**src/rtl/blet_pkg.sv**
```systemverilog
// Shared types and constants for the bucketed LRU eviction table.
// No dependencies; used by every other file in rtl/.
package blet_pkg;

  localparam int unsigned ENTRIES_DEF  = 32;
  localparam int unsigned KEY_BITS_DEF = 32;

  localparam int unsigned KEY_W   = 32;
  localparam int unsigned STAMP_W = 64;
  localparam int unsigned CNT_W   = 7;
  localparam int unsigned STAT_W  = 3;
  localparam int unsigned DATA_W  = 64;
  localparam int unsigned PADDR_W = 4;

  // register index sits at paddr[3] (8-byte registers)
  localparam logic REG_BUCKET_MASK = 1'b0;

  typedef enum logic [1:0] {
    MODE_INSERT = 2'd0,
    MODE_REMOVE = 2'd1,
    MODE_EVICT  = 2'd2
  } blet_mode_e;

  typedef enum logic [2:0] {
    ST_INSERTED  = 3'd0,
    ST_UPDATED   = 3'd1,
    ST_SAME      = 3'd2,
    ST_REMOVED   = 3'd3,
    ST_NOT_FOUND = 3'd4,
    ST_FULL      = 3'd5,
    ST_EVICTED   = 3'd6
  } blet_status_e;

  typedef struct packed {
    logic shift;
    logic load;
    logic kill;
  } blet_cell_ctrl_t;

endpackage

```
**src/rtl/bucketed_lru_eviction_table_top.sv**
```systemverilog
// Bucketed LRU eviction table: entries live in a ring of ENTRIES cells that
// rotates one entry per cycle past a single compare unit at the head. A full
// rotation restores the original order. An insert/update or remove item makes
// one full rotation after its transfer, then its result is registered; the
// next item is taken only once the block is back in idle. An evict item shows
// one result per evicted key, with one rotation each to find the oldest entry.
// An evict item with nothing to evict, or an unused mode, needs no rotation
// and gives no result. The rate is set by the ring rotation; a held output
// register stalls the block at the end of a rotation. Depends on blet_pkg and
// blet_cell.
module bucketed_lru_eviction_table_top #(
  parameter int unsigned ENTRIES  = blet_pkg::ENTRIES_DEF,
  parameter int unsigned KEY_BITS = blet_pkg::KEY_BITS_DEF
) (
  input  logic                          clk_i,
  input  logic                          rst_ni,
  input  logic                          psel,
  input  logic                          penable,
  input  logic                          pwrite,
  input  logic [blet_pkg::PADDR_W-1:0]  paddr,
  input  logic [blet_pkg::DATA_W-1:0]   pwdata,
  output logic [blet_pkg::DATA_W-1:0]   prdata,
  output logic                          pready,
  input  logic                          in_valid_i,
  output logic                          in_ready_o,
  input  logic [1:0]                    mode_i,
  input  logic [blet_pkg::KEY_W-1:0]    key_i,
  input  logic [blet_pkg::STAMP_W-1:0]  stamp_i,
  input  logic [blet_pkg::CNT_W-1:0]    limit_i,
  output logic                          out_valid_o,
  input  logic                          out_ready_i,
  output logic [blet_pkg::STAT_W-1:0]   status_o,
  output logic [blet_pkg::KEY_W-1:0]    evicted_key_o,
  output logic [blet_pkg::CNT_W-1:0]    evict_count_o,
  output logic [blet_pkg::CNT_W-1:0]    occupancy_o,
  output logic                          last_o
);

  localparam int unsigned KW = (KEY_BITS < blet_pkg::KEY_W) ? KEY_BITS : blet_pkg::KEY_W;
  localparam int unsigned PW = $clog2(ENTRIES);
  localparam int unsigned CW = $clog2(ENTRIES + 1);
  localparam int unsigned SW = blet_pkg::STAMP_W;
  localparam int unsigned OW = blet_pkg::CNT_W;

  typedef enum logic [1:0] {
    S_IDLE,
    S_SCAN,
    S_DONE
  } state_e;

  state_e                  state_q;
  blet_pkg::blet_mode_e    mode_q;
  logic [KW-1:0]           key_q;
  logic [SW-1:0]           stamp_q;
  logic [OW-1:0]           limit_q;
  logic [PW-1:0]           pos_q;
  logic                    found_q;
  blet_pkg::blet_status_e  upd_status_q;
  logic                    free_v_q;
  logic [PW-1:0]           free_pos_q;
  logic                    best_v_q;
  logic [PW-1:0]           best_pos_q;
  logic [KW-1:0]           best_key_q;
  logic [SW-1:0]           best_stamp_q;
  logic [OW-1:0]           ev_n_q;
  logic [CW-1:0]           count_q;
  logic [SW-1:0]           mask_q;

  logic                    out_valid_q;
  blet_pkg::blet_status_e  status_q;
  logic [blet_pkg::KEY_W-1:0] evicted_key_q;
  logic [OW-1:0]           evict_count_q;
  logic [OW-1:0]           occupancy_q;
  logic                    last_q;

  logic                    valid_w [ENTRIES];
  logic [KW-1:0]           key_w   [ENTRIES];
  logic [SW-1:0]           stamp_w [ENTRIES];

  logic                    tail_valid;
  logic [SW-1:0]           tail_stamp;
  logic                    hit;
  logic                    same;
  logic                    older;
  logic                    out_free;
  logic                    do_insert;
  logic                    do_evict;
  logic                    evict_last;
  logic [CW-1:0]           count_dec;
  blet_pkg::blet_mode_e    in_mode;

  // config port
  assign pready = 1'b1;
  assign prdata = (paddr[3] == blet_pkg::REG_BUCKET_MASK) ? mask_q : '0;

  always_ff @(posedge clk_i or negedge rst_ni) begin
    if (!rst_ni) begin
      mask_q <= '1;
    end else if (psel && penable && pwrite && pready &&
                 paddr[3] == blet_pkg::REG_BUCKET_MASK) begin
      mask_q <= pwdata;
    end
  end

  // head compare
  assign hit   = valid_w[0] && (key_w[0] == key_q);
  assign same  = (stamp_w[0] & mask_q) == (stamp_q & mask_q);
  assign older = !best_v_q || (stamp_w[0] < best_stamp_q) ||
                 ((stamp_w[0] == best_stamp_q) && (key_w[0] < best_key_q));

  always_comb begin
    tail_valid = valid_w[0];
    tail_stamp = stamp_w[0];
    if (mode_q == blet_pkg::MODE_INSERT && hit && !same) begin
      tail_stamp = stamp_q;
    end
    if (mode_q == blet_pkg::MODE_REMOVE && hit) begin
      tail_valid = 1'b0;
    end
  end

  assign out_free   = !out_valid_q || out_ready_i;
  assign do_insert  = (state_q == S_DONE) && out_free && (mode_q == blet_pkg::MODE_INSERT) &&
                      !found_q && free_v_q;
  assign do_evict   = (state_q == S_DONE) && out_free && (mode_q == blet_pkg::MODE_EVICT) &&
                      best_v_q;
  assign count_dec  = count_q - CW'(1);
  assign evict_last = OW'(count_dec) <= limit_q;
  assign in_mode    = blet_pkg::blet_mode_e'(mode_i);

  // cell ring
  for (genvar i = 0; i < ENTRIES; i++) begin : g_cell
    blet_pkg::blet_cell_ctrl_t ctrl;
    logic                      nv;
    logic [KW-1:0]             nk;
    logic [SW-1:0]             ns;

    assign ctrl.shift = (state_q == S_SCAN);
    assign ctrl.load  = do_insert && (free_pos_q == PW'(i));
    assign ctrl.kill  = do_evict && (best_pos_q == PW'(i));

    if (i == ENTRIES - 1) begin : g_tail
      assign nv = tail_valid;
      assign nk = key_w[0];
      assign ns = tail_stamp;
    end else begin : g_mid
      assign nv = valid_w[i+1];
      assign nk = key_w[i+1];
      assign ns = stamp_w[i+1];
    end

    blet_cell #(
      .KW (KW)
    ) u_cell (
      .clk_i       (clk_i),
      .rst_ni      (rst_ni),
      .ctrl_i      (ctrl),
      .nxt_valid_i (nv),
      .nxt_key_i   (nk),
      .nxt_stamp_i (ns),
      .wr_key_i    (key_q),
      .wr_stamp_i  (stamp_q),
      .valid_o     (valid_w[i]),
      .key_o       (key_w[i]),
      .stamp_o     (stamp_w[i])
    );
  end

  always_ff @(posedge clk_i or negedge rst_ni) begin
    if (!rst_ni) begin
      state_q       <= S_IDLE;
      mode_q        <= blet_pkg::MODE_INSERT;
      key_q         <= '0;
      stamp_q       <= '0;
      limit_q       <= '0;
      pos_q         <= '0;
      found_q       <= 1'b0;
      upd_status_q  <= blet_pkg::ST_SAME;
      free_v_q      <= 1'b0;
      free_pos_q    <= '0;
      best_v_q      <= 1'b0;
      best_pos_q    <= '0;
      best_key_q    <= '0;
      best_stamp_q  <= '0;
      ev_n_q        <= '0;
      count_q       <= '0;
      out_valid_q   <= 1'b0;
      status_q      <= blet_pkg::ST_INSERTED;
      evicted_key_q <= '0;
      evict_count_q <= '0;
      occupancy_q   <= '0;
      last_q        <= 1'b0;
    end else begin
      if (state_q == S_DONE && out_free) begin
        out_valid_q <= 1'b1;
      end else if (out_ready_i) begin
        out_valid_q <= 1'b0;
      end
      case (state_q)
        S_IDLE: begin
          if (in_valid_i) begin
            mode_q   <= in_mode;
            key_q    <= key_i[KW-1:0];
            stamp_q  <= stamp_i;
            limit_q  <= limit_i;
            pos_q    <= '0;
            found_q  <= 1'b0;
            free_v_q <= 1'b0;
            best_v_q <= 1'b0;
            ev_n_q   <= '0;
            if (in_mode == blet_pkg::MODE_INSERT || in_mode == blet_pkg::MODE_REMOVE) begin
              state_q <= S_SCAN;
            end else if (in_mode == blet_pkg::MODE_EVICT && OW'(count_q) > limit_i) begin
              state_q <= S_SCAN;
            end
          end
        end
        S_SCAN: begin
          pos_q <= pos_q + PW'(1);
          if (hit) begin
            found_q      <= 1'b1;
            upd_status_q <= same ? blet_pkg::ST_SAME : blet_pkg::ST_UPDATED;
          end
          if (!valid_w[0] && !free_v_q) begin
            free_v_q   <= 1'b1;
            free_pos_q <= pos_q;
          end
          if (valid_w[0] && older) begin
            best_v_q     <= 1'b1;
            best_pos_q   <= pos_q;
            best_key_q   <= key_w[0];
            best_stamp_q <= stamp_w[0];
          end
          if (pos_q == PW'(ENTRIES - 1)) begin
            state_q <= S_DONE;
          end
        end
        S_DONE: begin
          if (out_free) begin
            evicted_key_q <= (mode_q == blet_pkg::MODE_EVICT) ?
                             blet_pkg::KEY_W'(best_key_q) : '0;
            evict_count_q <= (mode_q == blet_pkg::MODE_EVICT) ? ev_n_q + OW'(1) : '0;
            last_q        <= (mode_q == blet_pkg::MODE_EVICT) ? evict_last : 1'b1;
            state_q       <= (mode_q == blet_pkg::MODE_EVICT && !evict_last) ?
                             S_SCAN : S_IDLE;
            case (mode_q)
              blet_pkg::MODE_INSERT: begin
                if (found_q) begin
                  status_q    <= upd_status_q;
                  occupancy_q <= OW'(count_q);
                end else if (free_v_q) begin
                  status_q    <= blet_pkg::ST_INSERTED;
                  count_q     <= count_q + CW'(1);
                  occupancy_q <= OW'(count_q + CW'(1));
                end else begin
                  status_q    <= blet_pkg::ST_FULL;
                  occupancy_q <= OW'(count_q);
                end
              end
              blet_pkg::MODE_REMOVE: begin
                if (found_q) begin
                  status_q    <= blet_pkg::ST_REMOVED;
                  count_q     <= count_dec;
                  occupancy_q <= OW'(count_dec);
                end else begin
                  status_q    <= blet_pkg::ST_NOT_FOUND;
                  occupancy_q <= OW'(count_q);
                end
              end
              blet_pkg::MODE_EVICT: begin
                status_q    <= blet_pkg::ST_EVICTED;
                ev_n_q      <= ev_n_q + OW'(1);
                count_q     <= count_dec;
                occupancy_q <= OW'(count_dec);
                pos_q       <= '0;
                best_v_q    <= 1'b0;
              end
              default: ;
            endcase
          end
        end
        default: begin
          state_q <= S_IDLE;
        end
      endcase
    end
  end

  assign in_ready_o    = (state_q == S_IDLE);
  assign out_valid_o   = out_valid_q;
  assign status_o      = status_q;
  assign evicted_key_o = evicted_key_q;
  assign evict_count_o = evict_count_q;
  assign occupancy_o   = occupancy_q;
  assign last_o        = last_q;

endmodule

```
**src/rtl/blet_cell.sv**
```systemverilog
// One table cell: valid bit, key and stamp; shifts toward the head of the ring.
// Depends on blet_pkg.
module blet_cell #(
  parameter int unsigned KW = blet_pkg::KEY_W
) (
  input  logic                        clk_i,
  input  logic                        rst_ni,
  input  blet_pkg::blet_cell_ctrl_t   ctrl_i,
  input  logic                        nxt_valid_i,
  input  logic [KW-1:0]               nxt_key_i,
  input  logic [blet_pkg::STAMP_W-1:0] nxt_stamp_i,
  input  logic [KW-1:0]               wr_key_i,
  input  logic [blet_pkg::STAMP_W-1:0] wr_stamp_i,
  output logic                        valid_o,
  output logic [KW-1:0]               key_o,
  output logic [blet_pkg::STAMP_W-1:0] stamp_o
);

  logic                         valid_q;
  logic [KW-1:0]                key_q;
  logic [blet_pkg::STAMP_W-1:0] stamp_q;

  always_ff @(posedge clk_i or negedge rst_ni) begin
    if (!rst_ni) begin
      valid_q <= 1'b0;
    end else if (ctrl_i.shift) begin
      valid_q <= nxt_valid_i;
    end else if (ctrl_i.load) begin
      valid_q <= 1'b1;
    end else if (ctrl_i.kill) begin
      valid_q <= 1'b0;
    end
  end

  always_ff @(posedge clk_i) begin
    if (ctrl_i.shift) begin
      key_q   <= nxt_key_i;
      stamp_q <= nxt_stamp_i;
    end else if (ctrl_i.load) begin
      key_q   <= wr_key_i;
      stamp_q <= wr_stamp_i;
    end
  end

  assign valid_o = valid_q;
  assign key_o   = key_q;
  assign stamp_o = stamp_q;

endmodule

```
**config.mk**
```make
export PLATFORM = sky130hd
export DESIGN_NAME = bucketed_lru_eviction_table_top
export DESIGN_NICKNAME = d
export VERILOG_FILES = /design/src/rtl/blet_pkg.sv /design/src/rtl/bucketed_lru_eviction_table_top.sv /design/src/rtl/blet_cell.sv
export SDC_FILE = /design/constraint.sdc
export NUM_CORES = 2
export LEC_CHECK = 0
export BUFFER_PORTS_ARGS = -buffer_cell sky130_fd_sc_hd__buf_2
export CAP_MARGIN = 0
export CORE_MARGIN = 2
export CORE_UTILIZATION = 35
export DETAILED_ROUTE_END_ITERATION = 7
export PLACE_DENSITY_LB_ADDON = 0.15
export SLEW_MARGIN = 15
export SYNTH_ARGS = -nofsm -noshare
export SYNTH_HDL_FRONTEND = slang
export SYNTH_SLANG_ARGS = --single-unit
```
**constraint.sdc**
```tcl
create_clock -name clk_i -period 10.9 [get_ports clk_i]
set_clock_uncertainty 0.2 [all_clocks]
set_input_delay 0.545 -clock clk_i [delete_from_list [all_inputs] [get_ports clk_i]]
set_output_delay 0.545 -clock clk_i [all_outputs]
set_load 0.03 [all_outputs]
```
==> impl_metrics.env <==
export IMPL_dieArea_sq_mm=0.402
export IMPL_critPathSlowestCell="a22oi_1"
export IMPL_seq_power_share=0.491
export IMPL_required_ns=11.36
export IMPL_synth_area_leaders="edfxtp_1 66%, a21o_1 16%, dfrtp_1 5.7%"
export IMPL_synthArstFlopShare=0.111
export IMPL_powerDensity_mw_per_mm2=334
export IMPL_gp_congestion=0.782
export IMPL_routed_via_density=5.21
export IMPL_grt_ovfl_total=0
export IMPL_hold_worst_slack_ns=0.122
export IMPL_synth_edf_count=3072
export IMPL_clockRootBuffer="clkbuf_16"
export IMPL_grt_first_pass_wirelength_mm=552
export IMPL_synth_cells=8927
export IMPL_worstHoldStart="stamp_i[23]"
export IMPL_boundaryPins=297
export IMPL_reg2reg_to="g_cell[31].u_cell.stamp_o[45]$_DFFE_PP_"
export IMPL_drtIter0Drc=6899
export IMPL_antenna_found_initial=9
export IMPL_crit_chain="xor2_1, a22oi_1, nand4_1, nor4_1, nand2_1, a31oi_4, buf_4, buf_4, mux2_2"
export IMPL_reg2reg_from="g_cell[0].u_cell.stamp_o[16]$_DFFE_PP_"
export IMPL_cts_inserted_buffers=385
export IMPL_finalWorstSetupSlack_ns=5.10
export IMPL_clockBufferDepth=4
export IMPL_switchingPower_mw=16.0
export IMPL_drt_wirelength_per_cell_microns=25.8
export IMPL_routed_wl_mm=382
export IMPL_p_int_mw=37.8
export IMPL_clock_fmax_mhz=172
export IMPL_synth_cell_area_sq_mm=0.139
export IMPL_cts_max_level=5
export IMPL_numPortBuffers=292
export IMPL_ff2ff_path_depth=9
export IMPL_reg2reg_slack_ns=5.10
export IMPL_clkSlewWorstSetupHoldPaths_ns=0.06
export IMPL_syn_to_final_growth_pct=15.7
export IMPL_start_util=0.351
export IMPL_place_hpwl_mm=204
export IMPL_ys_seq_area_frac=0.733
export IMPL_cp_max_fo=35
export IMPL_grt_usage=0.186
export IMPL_cts_sinks=3455
export IMPL_layout_commonest_cell="edfxtp_1"
export IMPL_switching_share=0.298
export IMPL_synthFlopType="edfxtp_1"
export IMPL_rsz0062_at_grt="no"
export IMPL_dp_cells=13900
export IMPL_worst_pin_slew_ns=1.16
export IMPL_dr_pass1_iters=5
export IMPL_worstPathBufferInverterCount=2
export IMPL_drv_slew=0
export IMPL_synth_cell_type_count=57
export IMPL_cpMostUsedCell="buf_4"
export IMPL_crit_type="reg -> reg"
export IMPL_grt_pass1_vias=76900
export IMPL_vdd_drop_max_v=0.000194
export IMPL_die_h_microns=634
export IMPL_hold_path_depth=4
export IMPL_max_stage_delay_ns=0.87
export IMPL_dpl_worst_slack_ns=5.17
export IMPL_synth_top_area_share=0.663
export IMPL_die_w_microns=634
export IMPL_leakagePower_nw=77.0
export IMPL_ys_seq_elements=3455
export IMPL_syn_num_nets=9223
export IMPL_layout_common_cells="3,072 x edfxtp_1, 3,013 x a21o_1, 461 x nand2_1"
export IMPL_cp_end_kind="register"
export IMPL_synth_warnings=0
export IMPL_worstPathArrival_ns=6.26
export IMPL_drive_gt1_frac=0.150
export IMPL_rows=231
export IMPL_final_net_count=9511
export IMPL_period_needed_ns=5.80
export IMPL_clkPwrFrac=0.240
export IMPL_synth_area_per_cell_sq_um=15.6
export IMPL_start_kind="register"
export IMPL_clock_latency_ns=0.95
export IMPL_cap_violations=0
export IMPL_finalSetupViolations=0
export IMPL_vias=77100
export IMPL_period_share=0.532
export IMPL_hold_path_class="in -> reg"
export IMPL_tritoncts="done"
export IMPL_power_mw=53.8
export IMPL_remaining_drc_errors=0
export IMPL_drtAntennaViolNets=0
export IMPL_critPathTopFamily="buffers and inverters"
export IMPL_status="completed"
export IMPL_grt_max_degree=217
export IMPL_combPwrFrac=0.269
export IMPL_yosysTopAreaCell="edfxtp_1"
export IMPL_relSlewSlack=0.224
export IMPL_postCtsSetupBuffers=0
export IMPL_instances_no_fill=14800
export IMPL_hold_violations=0
export IMPL_coreArea_sq_mm=0.396
export IMPL_setup_tns_ns=0
export IMPL_min_to="stamp_q[23]$_DFFE_PN0P_"
[tightest hold or removal path: stages]
cell and delay, ns:
dlygate4sd3_1 0.51, buf_2 0.09, nand2_1 0.04, nand2_1 0.05
[synthesized netlist by cell type, types with 48 or more instances]
library cell,number
dfstp_2,65
a21oi_1,48
edfxtp_1,3072
xor2_1,92
nand2_1,463
mux2_4,79
nor2b_1,172
dfrtp_1,318
mux2_2,123
a21o_1,3013
o21ai_0,98
ha_1,116
inv_1,123
nand3_1,54
clkbuf_1,726
[through the flow]
step / util / area (sq um)
CTS: 0.406 / 161000
global route: 0.407 / 161000
detailed placement: 0.371 / 147000
finish: 0.407 / 161000
global placement: 0.370 / 147000
floorplan: - / 139000
[cells by family after synthesis]
kind of cell | share of synthesized area
xor gates and xnor gates | 0.00712
and+or+nand+nor | 0.0276
other | 0.0000270
muxes | 0.0214
AOI/OAI and AO/OA | 0.176
buffers and inverters | 0.0244
DFF | 0.733
adders and majority gates | 0.0104
[how the worst max path moves through the flow]
stage | startpoint | depth (start not counted) | end | slack, ns
global placement | g_cell[0].u_cell.stamp_o[63]$_DFFE_PP_ | 9 | best_stamp_q[18]$_DFFE_PN0P_ | 4.87
detailed placement | g_cell[0].u_cell.stamp_o[16]$_DFFE_PP_ | 9 | g_cell[31].u_cell.stamp_o[34]$_DFFE_PP_ | 5.17
finish | g_cell[0].u_cell.stamp_o[16]$_DFFE_PP_ | 9 | g_cell[31].u_cell.stamp_o[45]$_DFFE_PP_ | 5.10
global route | g_cell[0].u_cell.stamp_o[16]$_DFFE_PP_ | 9 | g_cell[31].u_cell.stamp_o[45]$_DFFE_PP_ | 5.06
floorplan | out_ready_i | 6 | g_cell[28].u_cell.valid_o$_DFFE_PN0P_ | 1.74
CTS | g_cell[0].u_cell.stamp_o[16]$_DFFE_PP_ | 9 | g_cell[31].u_cell.stamp_o[45]$_DFFE_PP_ | 5.14
[cell type report]
cell class | count | area, sq um
Fill cell | 36100 | 235000
Sequential cell | 3455 | 102000
Multi-Input combinational cell | 4592 | 34600
Clock buffer | 505 | 10500
Tap cell | 5242 | 6560
Timing Repair Buffer | 658 | 4980
Clock inverter | 205 | 1870
Inverter | 123 | 467
Antenna cell | 4 | 10.0
[layer usage]
metal | GRT usage | wire length, microns
met5 | 0 | 11
met4 | 0.0474 | 9340
met3 | 0.0198 | 13300
met2 | 0.314 | 186000
met1 | 0.257 | 173000
[state kept, by name, indices dropped and copies added (netlist names), 3 cells and up]
signal / cells
g_cell.u_cell.valid_o: 32
free_pos_q: 5
best_stamp_q: 64
evict_count_o: 7
status_o: 3
g_cell.u_cell.stamp_o: 2048
ev_n_q: 7
count_q: 6
best_pos_q: 5
best_key_q: 32
limit_q: 7
mask_q: 64
key_q: 32
g_cell.u_cell.key_o: 1024
evicted_key_o: 32
pos_q: 5
occupancy_o: 7
stamp_q: 64
[what timing repair did]
item / 4_1_cts / 5_1_grt
hold buffers: 175 / 0
resized for setup: 0 / 0
hold endpoints to repair: 235 / 0
[power by group through the flow]
stage,logic [mW],registers [mW],clock network (mW)
final,14.4,26.4,12.9
after global routing,15.8,27.1,13.7
after CTS,14.8,26.5,13.2
after detailed placement,14.6,26.7,0
after global placement,14.3,26.6,0
after floorplan,10.1,26.3,0
No activity file was read; power rests on OpenSTA's default activity.
